--- src/hdl/time_of_day_offset_compare_top_defines.svh ---
// Assertion macros used by the time-of-day offset/compare top level.
`ifndef TIME_OF_DAY_OFFSET_COMPARE_TOP_DEFINES_SVH
`define TIME_OF_DAY_OFFSET_COMPARE_TOP_DEFINES_SVH

// Same-cycle implication, sampled on clk, off while rst_n is low.
`define TODOC_ASSERT_NOW(lbl, ante, cons, msg) \
    lbl: assert property (@(posedge clk) disable iff (!rst_n) (ante) |-> (cons)) \
        else $error(msg);

// Next-cycle implication, sampled on clk, off while rst_n is low.
`define TODOC_ASSERT_NEXT(lbl, ante, cons, msg) \
    lbl: assert property (@(posedge clk) disable iff (!rst_n) (ante) |=> (cons)) \
        else $error(msg);

`endif

--- src/hdl/todoc_pkg.sv ---
// Types and constants for the time-of-day offset/compare block.
package todoc_pkg;

    localparam int NSTAGE = 7;          // pipeline depth, input reg to result reg

    localparam int HOURS_W = 5;
    localparam int MIN_W   = 6;
    localparam int SEC_W   = 6;
    localparam int OFF_W   = 31;
    localparam int TOD_W   = 17;        // second of day, also holds 31*3600+63*60+63
    localparam int SUM_W   = 18;        // tod +/- offset before wrap
    localparam int Q_W     = 15;        // offset / 86400 fits 15 bits
    localparam int TMIN_W  = 11;        // minute of day, 0..1439
    localparam int ORDER_W = 2;

    localparam int IN_TDATA_W  = 72;
    localparam int OUT_TDATA_W = 32;

    localparam logic [TOD_W-1:0] SEC_PER_DAY  = 17'd86400;
    localparam logic [TOD_W-1:0] SEC_PER_HOUR = 17'd3600;
    localparam logic [TOD_W-1:0] SEC_PER_MIN  = 17'd60;

    localparam logic [HOURS_W-1:0] HOURS_PER_DAY = 5'd24;
    localparam logic [HOURS_W-1:0] HALF_DAY_HRS  = 5'd12;
    localparam logic [MIN_W-1:0]   MIN_LIMIT     = 6'd60;
    localparam logic [SEC_W-1:0]   SEC_LIMIT     = 6'd60;

    // floor reciprocal of one day; estimate is low by at most one
    localparam int              DAY_RECIP_SH = 48;
    localparam logic [31:0]     DAY_RECIP    = 32'((64'd1 << 48) / 64'd86400);
    // ceiling reciprocals, exact for any second of day
    localparam int              HOUR_RECIP_SH = 30;
    localparam logic [18:0]     HOUR_RECIP    = 19'(((64'd1 << 30) + 64'd3599) / 64'd3600);
    localparam int              MIN_RECIP_SH  = 24;
    localparam logic [18:0]     MIN_RECIP     = 19'(((64'd1 << 24) + 64'd59) / 64'd60);

    localparam logic FUNC_ADD = 1'b0;
    localparam logic FUNC_SUB = 1'b1;

    localparam logic [ORDER_W-1:0] ORD_LESS    = 2'd0;
    localparam logic [ORDER_W-1:0] ORD_EQUAL   = 2'd1;
    localparam logic [ORDER_W-1:0] ORD_GREATER = 2'd2;

    // per-stage load strobes from the handshake control
    typedef struct packed {
        logic [NSTAGE-1:0] load;
    } todoc_adv_t;

    // flags about A, worked out early and carried down the pipe
    typedef struct packed {
        logic                 a_valid;
        logic [ORDER_W-1:0]   order;
        logic [HOURS_W-1:0]   hour_twelve;
        logic                 is_pm;
    } todoc_flags_t;

endpackage

--- src/hdl/time_of_day_offset_compare_top.sv ---
// Top level of the time-of-day offset/compare block: stream ports and pipe control.
//
//  Port group  Dir  Payload
//  s_axis      in   tdata: A h/m/s, offset, B h/m/s; tuser: func
//  m_axis      out  tdata: result h/m/s, a_valid, order, hour_twelve, is_pm
//
//  One item per cycle sustained while m_axis_tready is high. Depth is set by
//  the constant-reciprocal multiplies (offset / day, result / 3600, result /
//  60), each followed by a register. rst_n clears only the stage valid bits;
//  data registers are not reset. A stalled m_axis holds its item; stages
//  behind it keep filling until the pipe is full, and only then does
//  s_axis_tready drop.
`include "time_of_day_offset_compare_top_defines.svh"

module time_of_day_offset_compare_top
    import todoc_pkg::*;
(
    input  logic                    clk,
    input  logic                    rst_n,
    input  logic                    s_axis_tvalid,
    output logic                    s_axis_tready,
    // [4:0] a_hours, [10:5] a_minutes, [16:11] a_seconds, [47:17] offset_seconds,
    // [52:48] b_hours, [58:53] b_minutes, [64:59] b_seconds, [71:65] zero
    input  logic [IN_TDATA_W-1:0]   s_axis_tdata,
    // [0] func: 0 add, 1 subtract
    input  logic                    s_axis_tuser,
    output logic                    m_axis_tvalid,
    input  logic                    m_axis_tready,
    // [4:0] res_hours, [10:5] res_minutes, [16:11] res_seconds, [17] a_valid,
    // [19:18] order, [24:20] hour_twelve, [25] is_pm, [31:26] zero
    output logic [OUT_TDATA_W-1:0]  m_axis_tdata
);

    logic [NSTAGE-1:0]  v_reg, v_next;
    logic [NSTAGE-1:0]  rdy;
    todoc_adv_t         adv;
    logic [HOURS_W-1:0] res_hours;
    logic [MIN_W-1:0]   res_minutes;
    logic [SEC_W-1:0]   res_seconds;
    todoc_flags_t       flags;
    logic               in_acc, out_acc;

    // A stage may load when it is empty or its content moves on this cycle.
    always_comb
    begin
        rdy[NSTAGE-1] = !v_reg[NSTAGE-1] || m_axis_tready;
        for (int k = NSTAGE - 2; k >= 0; k--)
            rdy[k] = !v_reg[k] || rdy[k+1];
    end

    always_comb
    begin
        v_next[0] = rdy[0] ? s_axis_tvalid : v_reg[0];
        for (int k = 1; k < NSTAGE; k++)
            v_next[k] = rdy[k] ? v_reg[k-1] : v_reg[k];
    end

    always_ff @(posedge clk or negedge rst_n)
    begin
        if (!rst_n)
            v_reg <= '0;
        else
            v_reg <= v_next;
    end

    assign adv.load = rdy;

    todoc_datapath u_datapath (
        .clk            (clk),
        .adv            (adv),
        .func           (s_axis_tuser),
        .a_hours        (s_axis_tdata[4:0]),
        .a_minutes      (s_axis_tdata[10:5]),
        .a_seconds      (s_axis_tdata[16:11]),
        .offset_seconds (s_axis_tdata[47:17]),
        .b_hours        (s_axis_tdata[52:48]),
        .b_minutes      (s_axis_tdata[58:53]),
        .b_seconds      (s_axis_tdata[64:59]),
        .res_hours      (res_hours),
        .res_minutes    (res_minutes),
        .res_seconds    (res_seconds),
        .flags          (flags)
    );

    assign s_axis_tready = rdy[0];
    assign m_axis_tvalid = v_reg[NSTAGE-1];
    assign m_axis_tdata  = {6'd0, flags.is_pm, flags.hour_twelve, flags.order, flags.a_valid,
                            res_seconds, res_minutes, res_hours};

    assign in_acc  = s_axis_tvalid && s_axis_tready;
    assign out_acc = m_axis_tvalid && m_axis_tready;

    // wrapped result is always a proper time of day
    `TODOC_ASSERT_NOW(a_res_range, m_axis_tvalid,
        (res_hours < HOURS_PER_DAY) && (res_minutes < MIN_LIMIT) && (res_seconds < SEC_LIMIT),
        "result time out of range")
    // compare code is one of less, equal, greater
    `TODOC_ASSERT_NOW(a_order_code, m_axis_tvalid,
        (flags.order == ORD_LESS) || (flags.order == ORD_EQUAL) || (flags.order == ORD_GREATER),
        "bad order code")
    // input side only stalls with every stage full
    `TODOC_ASSERT_NOW(a_no_early_stall, $countones(v_reg) != NSTAGE, s_axis_tready,
        "input stalled with room in pipe")
    // items in flight change only by accepts on either side
    `TODOC_ASSERT_NEXT(a_occupancy, 1'b1,
        $countones(v_reg) == $past($countones(v_reg)) + $past(int'(in_acc))
            - $past(int'(out_acc)),
        "item lost or duplicated in pipe")

endmodule

--- src/hdl/todoc_datapath.sv ---
// Pipelined datapath: offset mod day, add/subtract with wrap, split to h/m/s.
module todoc_datapath
    import todoc_pkg::*;
(
    input  logic                 clk,
    input  todoc_adv_t           adv,
    input  logic                 func,
    input  logic [HOURS_W-1:0]   a_hours,
    input  logic [MIN_W-1:0]     a_minutes,
    input  logic [SEC_W-1:0]     a_seconds,
    input  logic [OFF_W-1:0]     offset_seconds,
    input  logic [HOURS_W-1:0]   b_hours,
    input  logic [MIN_W-1:0]     b_minutes,
    input  logic [SEC_W-1:0]     b_seconds,
    output logic [HOURS_W-1:0]   res_hours,
    output logic [MIN_W-1:0]     res_minutes,
    output logic [SEC_W-1:0]     res_seconds,
    output todoc_flags_t         flags
);

    // stage 0: input register
    logic                 s0_func_reg;
    logic [HOURS_W-1:0]   s0_ah_reg, s0_bh_reg;
    logic [MIN_W-1:0]     s0_am_reg, s0_bm_reg;
    logic [SEC_W-1:0]     s0_as_reg, s0_bs_reg;
    logic [OFF_W-1:0]     s0_off_reg;

    // stage 1: second of day of A, quotient estimate, flags
    logic [TOD_W-1:0]     s1_tod_reg, s1_tod_next;
    logic [Q_W-1:0]       s1_q_reg, s1_q_next;
    logic [OFF_W-1:0]     s1_off_reg;
    logic [2*OFF_W:0]     s1_prod;
    todoc_flags_t         s1_flags_next;

    // stage 2: wrapped tod, raw remainder
    logic [TOD_W-1:0]     s2_tod_reg, s2_tod_next;
    logic [SUM_W-1:0]     s2_rem_reg, s2_rem_next;
    logic [31:0]          s2_qd;

    // stage 3: offset mod day
    logic [TOD_W-1:0]     s3_tod_reg, s3_offd_reg, s3_offd_next;

    // stage 4: result second of day
    logic [TOD_W-1:0]     s4_r_reg, s4_r_next;
    logic [SUM_W-1:0]     s4_sum;

    // stage 5: hours and minute of day
    logic [TOD_W-1:0]     s5_r_reg;
    logic [HOURS_W-1:0]   s5_hrs_reg, s5_hrs_next;
    logic [TMIN_W-1:0]    s5_tmin_reg, s5_tmin_next;
    logic [35:0]          s5_hprod, s5_mprod;

    // stage 6: result register
    logic [HOURS_W-1:0]   s6_hrs_reg;
    logic [MIN_W-1:0]     s6_min_reg, s6_min_next;
    logic [SEC_W-1:0]     s6_sec_reg, s6_sec_next;

    logic                 func_reg [1:3];
    todoc_flags_t         flags_reg [1:6];

    always_comb
    begin
        s1_tod_next = ({12'd0, s0_ah_reg} * SEC_PER_HOUR)
                    + ({11'd0, s0_am_reg} * SEC_PER_MIN)
                    + {11'd0, s0_as_reg};
        s1_prod     = {32'd0, s0_off_reg} * {31'd0, DAY_RECIP};
        s1_q_next   = Q_W'(s1_prod >> DAY_RECIP_SH);

        s1_flags_next.a_valid = (s0_ah_reg < HOURS_PER_DAY) && (s0_am_reg < MIN_LIMIT)
                              && (s0_as_reg < SEC_LIMIT);
        if (s0_ah_reg != s0_bh_reg)
            s1_flags_next.order = (s0_ah_reg < s0_bh_reg) ? ORD_LESS : ORD_GREATER;
        else if (s0_am_reg != s0_bm_reg)
            s1_flags_next.order = (s0_am_reg < s0_bm_reg) ? ORD_LESS : ORD_GREATER;
        else if (s0_as_reg != s0_bs_reg)
            s1_flags_next.order = (s0_as_reg < s0_bs_reg) ? ORD_LESS : ORD_GREATER;
        else
            s1_flags_next.order = ORD_EQUAL;
        if (s0_ah_reg == '0)
            s1_flags_next.hour_twelve = HALF_DAY_HRS;
        else if (s0_ah_reg <= HALF_DAY_HRS)
            s1_flags_next.hour_twelve = s0_ah_reg;
        else
            s1_flags_next.hour_twelve = s0_ah_reg - HALF_DAY_HRS;
        s1_flags_next.is_pm = (s0_ah_reg >= HALF_DAY_HRS);
    end

    always_comb
    begin
        s2_tod_next = (s1_tod_reg >= SEC_PER_DAY) ? (s1_tod_reg - SEC_PER_DAY) : s1_tod_reg;
        s2_qd       = {17'd0, s1_q_reg} * {15'd0, SEC_PER_DAY};
        // estimate may be one low, so remainder is below two days
        s2_rem_next = SUM_W'({1'b0, s1_off_reg} - s2_qd);
    end

    always_comb
    begin
        if (s2_rem_reg >= {1'b0, SEC_PER_DAY})
            s3_offd_next = TOD_W'(s2_rem_reg - {1'b0, SEC_PER_DAY});
        else
            s3_offd_next = s2_rem_reg[TOD_W-1:0];
    end

    always_comb
    begin
        if (func_reg[3] == FUNC_SUB)
            s4_sum = {1'b0, s3_tod_reg} + {1'b0, SEC_PER_DAY} - {1'b0, s3_offd_reg};
        else
            s4_sum = {1'b0, s3_tod_reg} + {1'b0, s3_offd_reg};
        if (s4_sum >= {1'b0, SEC_PER_DAY})
            s4_r_next = TOD_W'(s4_sum - {1'b0, SEC_PER_DAY});
        else
            s4_r_next = s4_sum[TOD_W-1:0];
    end

    always_comb
    begin
        s5_hprod     = {19'd0, s4_r_reg} * {17'd0, HOUR_RECIP};
        s5_mprod     = {19'd0, s4_r_reg} * {17'd0, MIN_RECIP};
        s5_hrs_next  = HOURS_W'(s5_hprod >> HOUR_RECIP_SH);
        s5_tmin_next = TMIN_W'(s5_mprod >> MIN_RECIP_SH);
    end

    always_comb
    begin
        s6_min_next = MIN_W'(s5_tmin_reg - TMIN_W'({6'd0, s5_hrs_reg} * 11'd60));
        s6_sec_next = SEC_W'(s5_r_reg - TOD_W'({6'd0, s5_tmin_reg} * SEC_PER_MIN));
    end

    always_ff @(posedge clk)
    begin
        if (adv.load[0])
        begin
            s0_func_reg <= func;
            s0_ah_reg   <= a_hours;
            s0_am_reg   <= a_minutes;
            s0_as_reg   <= a_seconds;
            s0_off_reg  <= offset_seconds;
            s0_bh_reg   <= b_hours;
            s0_bm_reg   <= b_minutes;
            s0_bs_reg   <= b_seconds;
        end
        if (adv.load[1])
        begin
            s1_tod_reg   <= s1_tod_next;
            s1_q_reg     <= s1_q_next;
            s1_off_reg   <= s0_off_reg;
            func_reg[1]  <= s0_func_reg;
            flags_reg[1] <= s1_flags_next;
        end
        if (adv.load[2])
        begin
            s2_tod_reg   <= s2_tod_next;
            s2_rem_reg   <= s2_rem_next;
            func_reg[2]  <= func_reg[1];
            flags_reg[2] <= flags_reg[1];
        end
        if (adv.load[3])
        begin
            s3_tod_reg   <= s2_tod_reg;
            s3_offd_reg  <= s3_offd_next;
            func_reg[3]  <= func_reg[2];
            flags_reg[3] <= flags_reg[2];
        end
        if (adv.load[4])
        begin
            s4_r_reg     <= s4_r_next;
            flags_reg[4] <= flags_reg[3];
        end
        if (adv.load[5])
        begin
            s5_r_reg     <= s4_r_reg;
            s5_hrs_reg   <= s5_hrs_next;
            s5_tmin_reg  <= s5_tmin_next;
            flags_reg[5] <= flags_reg[4];
        end
        if (adv.load[6])
        begin
            s6_hrs_reg   <= s5_hrs_reg;
            s6_min_reg   <= s6_min_next;
            s6_sec_reg   <= s6_sec_next;
            flags_reg[6] <= flags_reg[5];
        end
    end

    assign res_hours   = s6_hrs_reg;
    assign res_minutes = s6_min_reg;
    assign res_seconds = s6_sec_reg;
    assign flags       = flags_reg[6];

endmodule
--- config.mk ---
export PLATFORM = sky130hd
export DESIGN_NAME = time_of_day_offset_compare_top
export DESIGN_NICKNAME = d
export VERILOG_FILES = /design/src/hdl/todoc_pkg.sv /design/src/hdl/time_of_day_offset_compare_top.sv /design/src/hdl/todoc_datapath.sv
export VERILOG_INCLUDE_DIRS = /design/src /design/src/hdl
export SDC_FILE = /design/constraint.sdc
export NUM_CORES = 2
export LEC_CHECK = 0
export BUFFER_PORTS_ARGS = -buffer_cell sky130_fd_sc_hd__buf_2
export CORE_UTILIZATION = 55
export CTS_CLUSTER_DIAMETER = 200
export CTS_CLUSTER_SIZE = 20
export DETAILED_ROUTE_END_ITERATION = 12
export PLACE_DENSITY = 0.72
export REMOVE_ABC_BUFFERS = 1
export SKIP_LAST_GASP = 1
export SYNTH_ARGS = -nofsm -noshare
export SYNTH_HDL_FRONTEND = slang
export SYNTH_SLANG_ARGS = --single-unit
export TNS_END_PERCENT = 10
--- constraint.sdc ---
create_clock -name clk -period 11 [get_ports clk]
set_input_delay 3.3 -clock clk [delete_from_list [all_inputs] [get_ports clk]]
set_output_delay 3.3 -clock clk [all_outputs]
set_load 0.1 [all_outputs]
==> impl_metrics.csv <==
group,metric,value,unit
global_route,grt_usage,23.1,%
finish,fin_util,59.0,%
worst_hold_path,hold_path_class,"flop to flop",
critical_path,path_max_fanout,28,
critical_path,required,7.70,ns
critical_path,critical-path-top-delay-family,"simple AND/OR/NAND/NOR gates",
timing,period_minus_slack,8.36,ns
finish,final_cell_mix,"ha_1 (781), inv_1 (718), fa_1 (373), edfxtp_1 (289), a21oi_1 (113)",
yosys,synth_warnings,0,
route,ant_nets,0,
route,first_pass_iters,5,
timing,fmax,0.120,GHz
clock_tree,cts_setup_buffers,0,
yosys,synth_ff_type,"edfxtp_1",
timing,drv_slew,0,
placed_design,dpl.hpwl,58400,um
route,vias,21900,
finish,layout-drive-gt1-share,5.11,%
placed_design,port_buffers,97,
yosys,synth_area,34400,um^2
yosys,ys_ff_latch,296,
critical_path,cp_slowest_cell,"buf_2",
clock_tree,clkTransAtPathRegs,0.10,ns
clock_tree,cts-root-buf,"clkbuf_16",
yosys,async_flop_share,2.36,%
floorplan,dieArea,63600,um^2
floorplan,rows,91,
floorplan,die-width,252,um
critical_path,crit_top_cell,"buf_2",
finish,largest_reg_flops,54,
clock_tree,cts_sinks,296,
yosys,synth_edf_count,289,
yosys,yosysSeqAreaShare,25.7,%
timing,setup_violations,0,
clock_tree,cts.path.max_buffers,3,
clock_tree,cts_hold_buf,0,
critical_path,critPathArrivalTime,5.06,ns
critical_path,crit_type,"input pin to output port",
run_status,status,"finished, final reports clean",
yosys,synth.distinct_cells,85,
finish,design_area,36500,um^2
route,drt_wl_total,70700,um
clock_tree,cts_tree,"yes",
critical_path,cp_slowest_stage_delay,0.40,ns
route,avgRoutedWirePerCell,17.6,um
timing,fin_crit_sh,76.0,%
global_route,globalRouteOverflowTotal,0,
timing,worst_pin_slew,1.14,ns
timing,max_slew_margin,23.5,%
timing,skew,0.0224,ns
yosys,syn-instance-count,3050,
critical_path,cp.buffers_inverters,3,
global_route,grt_pass1_wl,117000,um
timing,rsz0062_at_grt,"no",
floorplan,coreArea,61800,um^2
route,vias_per_cell,5.45,
floorplan,ios,111,
flow_run,max-cap-violations,0,
floorplan,dieHeight,252,um
global_route,grt_max_degree,68,
floorplan,initial_core_util,55.7,%
yosys,synth_top_cell_by_area,"ha_1",
critical_path,crit_chain,"buf_2 -> nor2b_1 -> nand3_1 -> buf_4 -> nor2_1 -> nand4_1 -> buf_2",
clock_tree,cts_buffers,19,
global_route,grt_pass1_vias,23400,
yosys,synthTopCellsByArea,"ha_1 (28%), edfxtp_1 (25%), fa_1 (22%), inv_1 (7.8%), xnor2_1 (2.2%)",
finish,n_antenna_cell,0,
critical_path,critPathLaunchType,"input pin",
yosys,post-synth-top-area-fraction,28.4,%
global_route,antenna_found_initial,0,
placed_design,place_congestion,0.939,
timing,tns,0,ns
finish,finalNetCount,4387,
timing,finalHoldViolations,0,
route,drc_errors,0,
finish,syn_to_final_growth,5.87,%
yosys,syn_avg_cell_area,11.3,um^2
clock_tree,htreeDepth,1,
route,drt-initial-drc-count,1017,
placed_design,placed_cell_area,35900,um^2
critical_path,endpoint_kind,"output port",
clock_tree,cts-resized-gates,0,
finish,mostFrequentLayoutCell,"ha_1",
clock_tree,clock_latency,0.55,ns
==> final timing paths <==
| check | slack, ns | cells after the start | start | endpoint |
|---|---|---|---|---|
| max | 2.64 | 7 | m_axis_tready | s_axis_tready |
| min reg2reg | 0.41 | 0 | u_datapath.flags_reg[0][38]$_DFFE_PP_ | u_datapath.flags_reg[0][47]$_DFFE_PP_ |
| max reg2reg | 3.24 | 21 | u_datapath.s0_off_reg[6]$_DFFE_PP_ | u_datapath.s1_q_reg[7]$_DFFE_PP_ |
| min in group asynchronous | 2.56 | 1 | rst_n | v_reg[6]$_DFFE_PN0P_ |
| max in group asynchronous | 8.25 | 1 | rst_n | v_reg[5]$_DFFE_PN0P_ |
| min | 0.41 | 0 | u_datapath.flags_reg[0][38]$_DFFE_PP_ | u_datapath.flags_reg[0][47]$_DFFE_PP_ |
==> cell type report <==
class,count,area (um^2)
multi-input cells,2014,22700
well taps,837,1050
repair buffers,106,553
fillers,5034,25400
inverters,719,2700
flip-flops and latches,296,8850
clock buffers,31,520
clock inverters,3,41.3
==> per-layer routing <==
metal	up-vias	track usage [%]	part of all wire [%]
li1	10500	-	-
met1	10800	28.9	42
met2	455	42.0	51
met3	129	2.15	3.4
met4	0	7.38	3.2
met5	-	0	0
==> Yosys cell counts (6+ instances only) <==
library cell  number
nor3_1            26
xnor2_1           87
o2111ai_1          8
a21oi_1          113
o31ai_1            7
or3_1              9
and3_1             9
ha_1             781
and4_1             7
nand2b_1          16
buf_4             15
or2_2              6
nand4_1           20
xor2_1            32
nor4_1            16
mux2i_1            6
nand3b_1           6
a31oi_1            7
o211ai_1          17
a21o_1            28
inv_1            718
fa_1             373
edfxtp_1         289
nand2_1           76
dfrtp_1            7
nor2b_1           22
a211oi_1          16
o21ai_0           63
nor2_1            90
o21a_1            11
o21bai_1          20
nand3_1           33
==> metrics by stage <==
step                worst slack, ns  instances  hold WS, ns
floorplan                     0.320       3029        0.400
global placement               2.76       3972        0.403
detailed placement             2.66       3972        0.405
CTS                            2.65       4006        0.414
global route                   2.50       4006        0.421
finish                         2.64       4006        0.413
==> cell families (layout without fill, tap and decap cells) <==
kind of cell | after synthesis | after routing | synth area share (%)
adders and majority gates | 1154 | 1154 | 50.1
other | 1 | 6 | 0.0109
AOI/OAI and AO/OA | 362 | 362 | 7.16
DFF | 296 | 296 | 25.7
xor gates and xnor gates | 119 | 119 | 3.03
buffers and inverters | 745 | 859 | 8.32
muxes | 13 | 13 | 0.421
and+or+nand+nor | 360 | 360 | 5.28
Power is left out: the tool's default activity adds up to more than one toggle a clock period on the data nets, which glitch-free logic cannot reach.
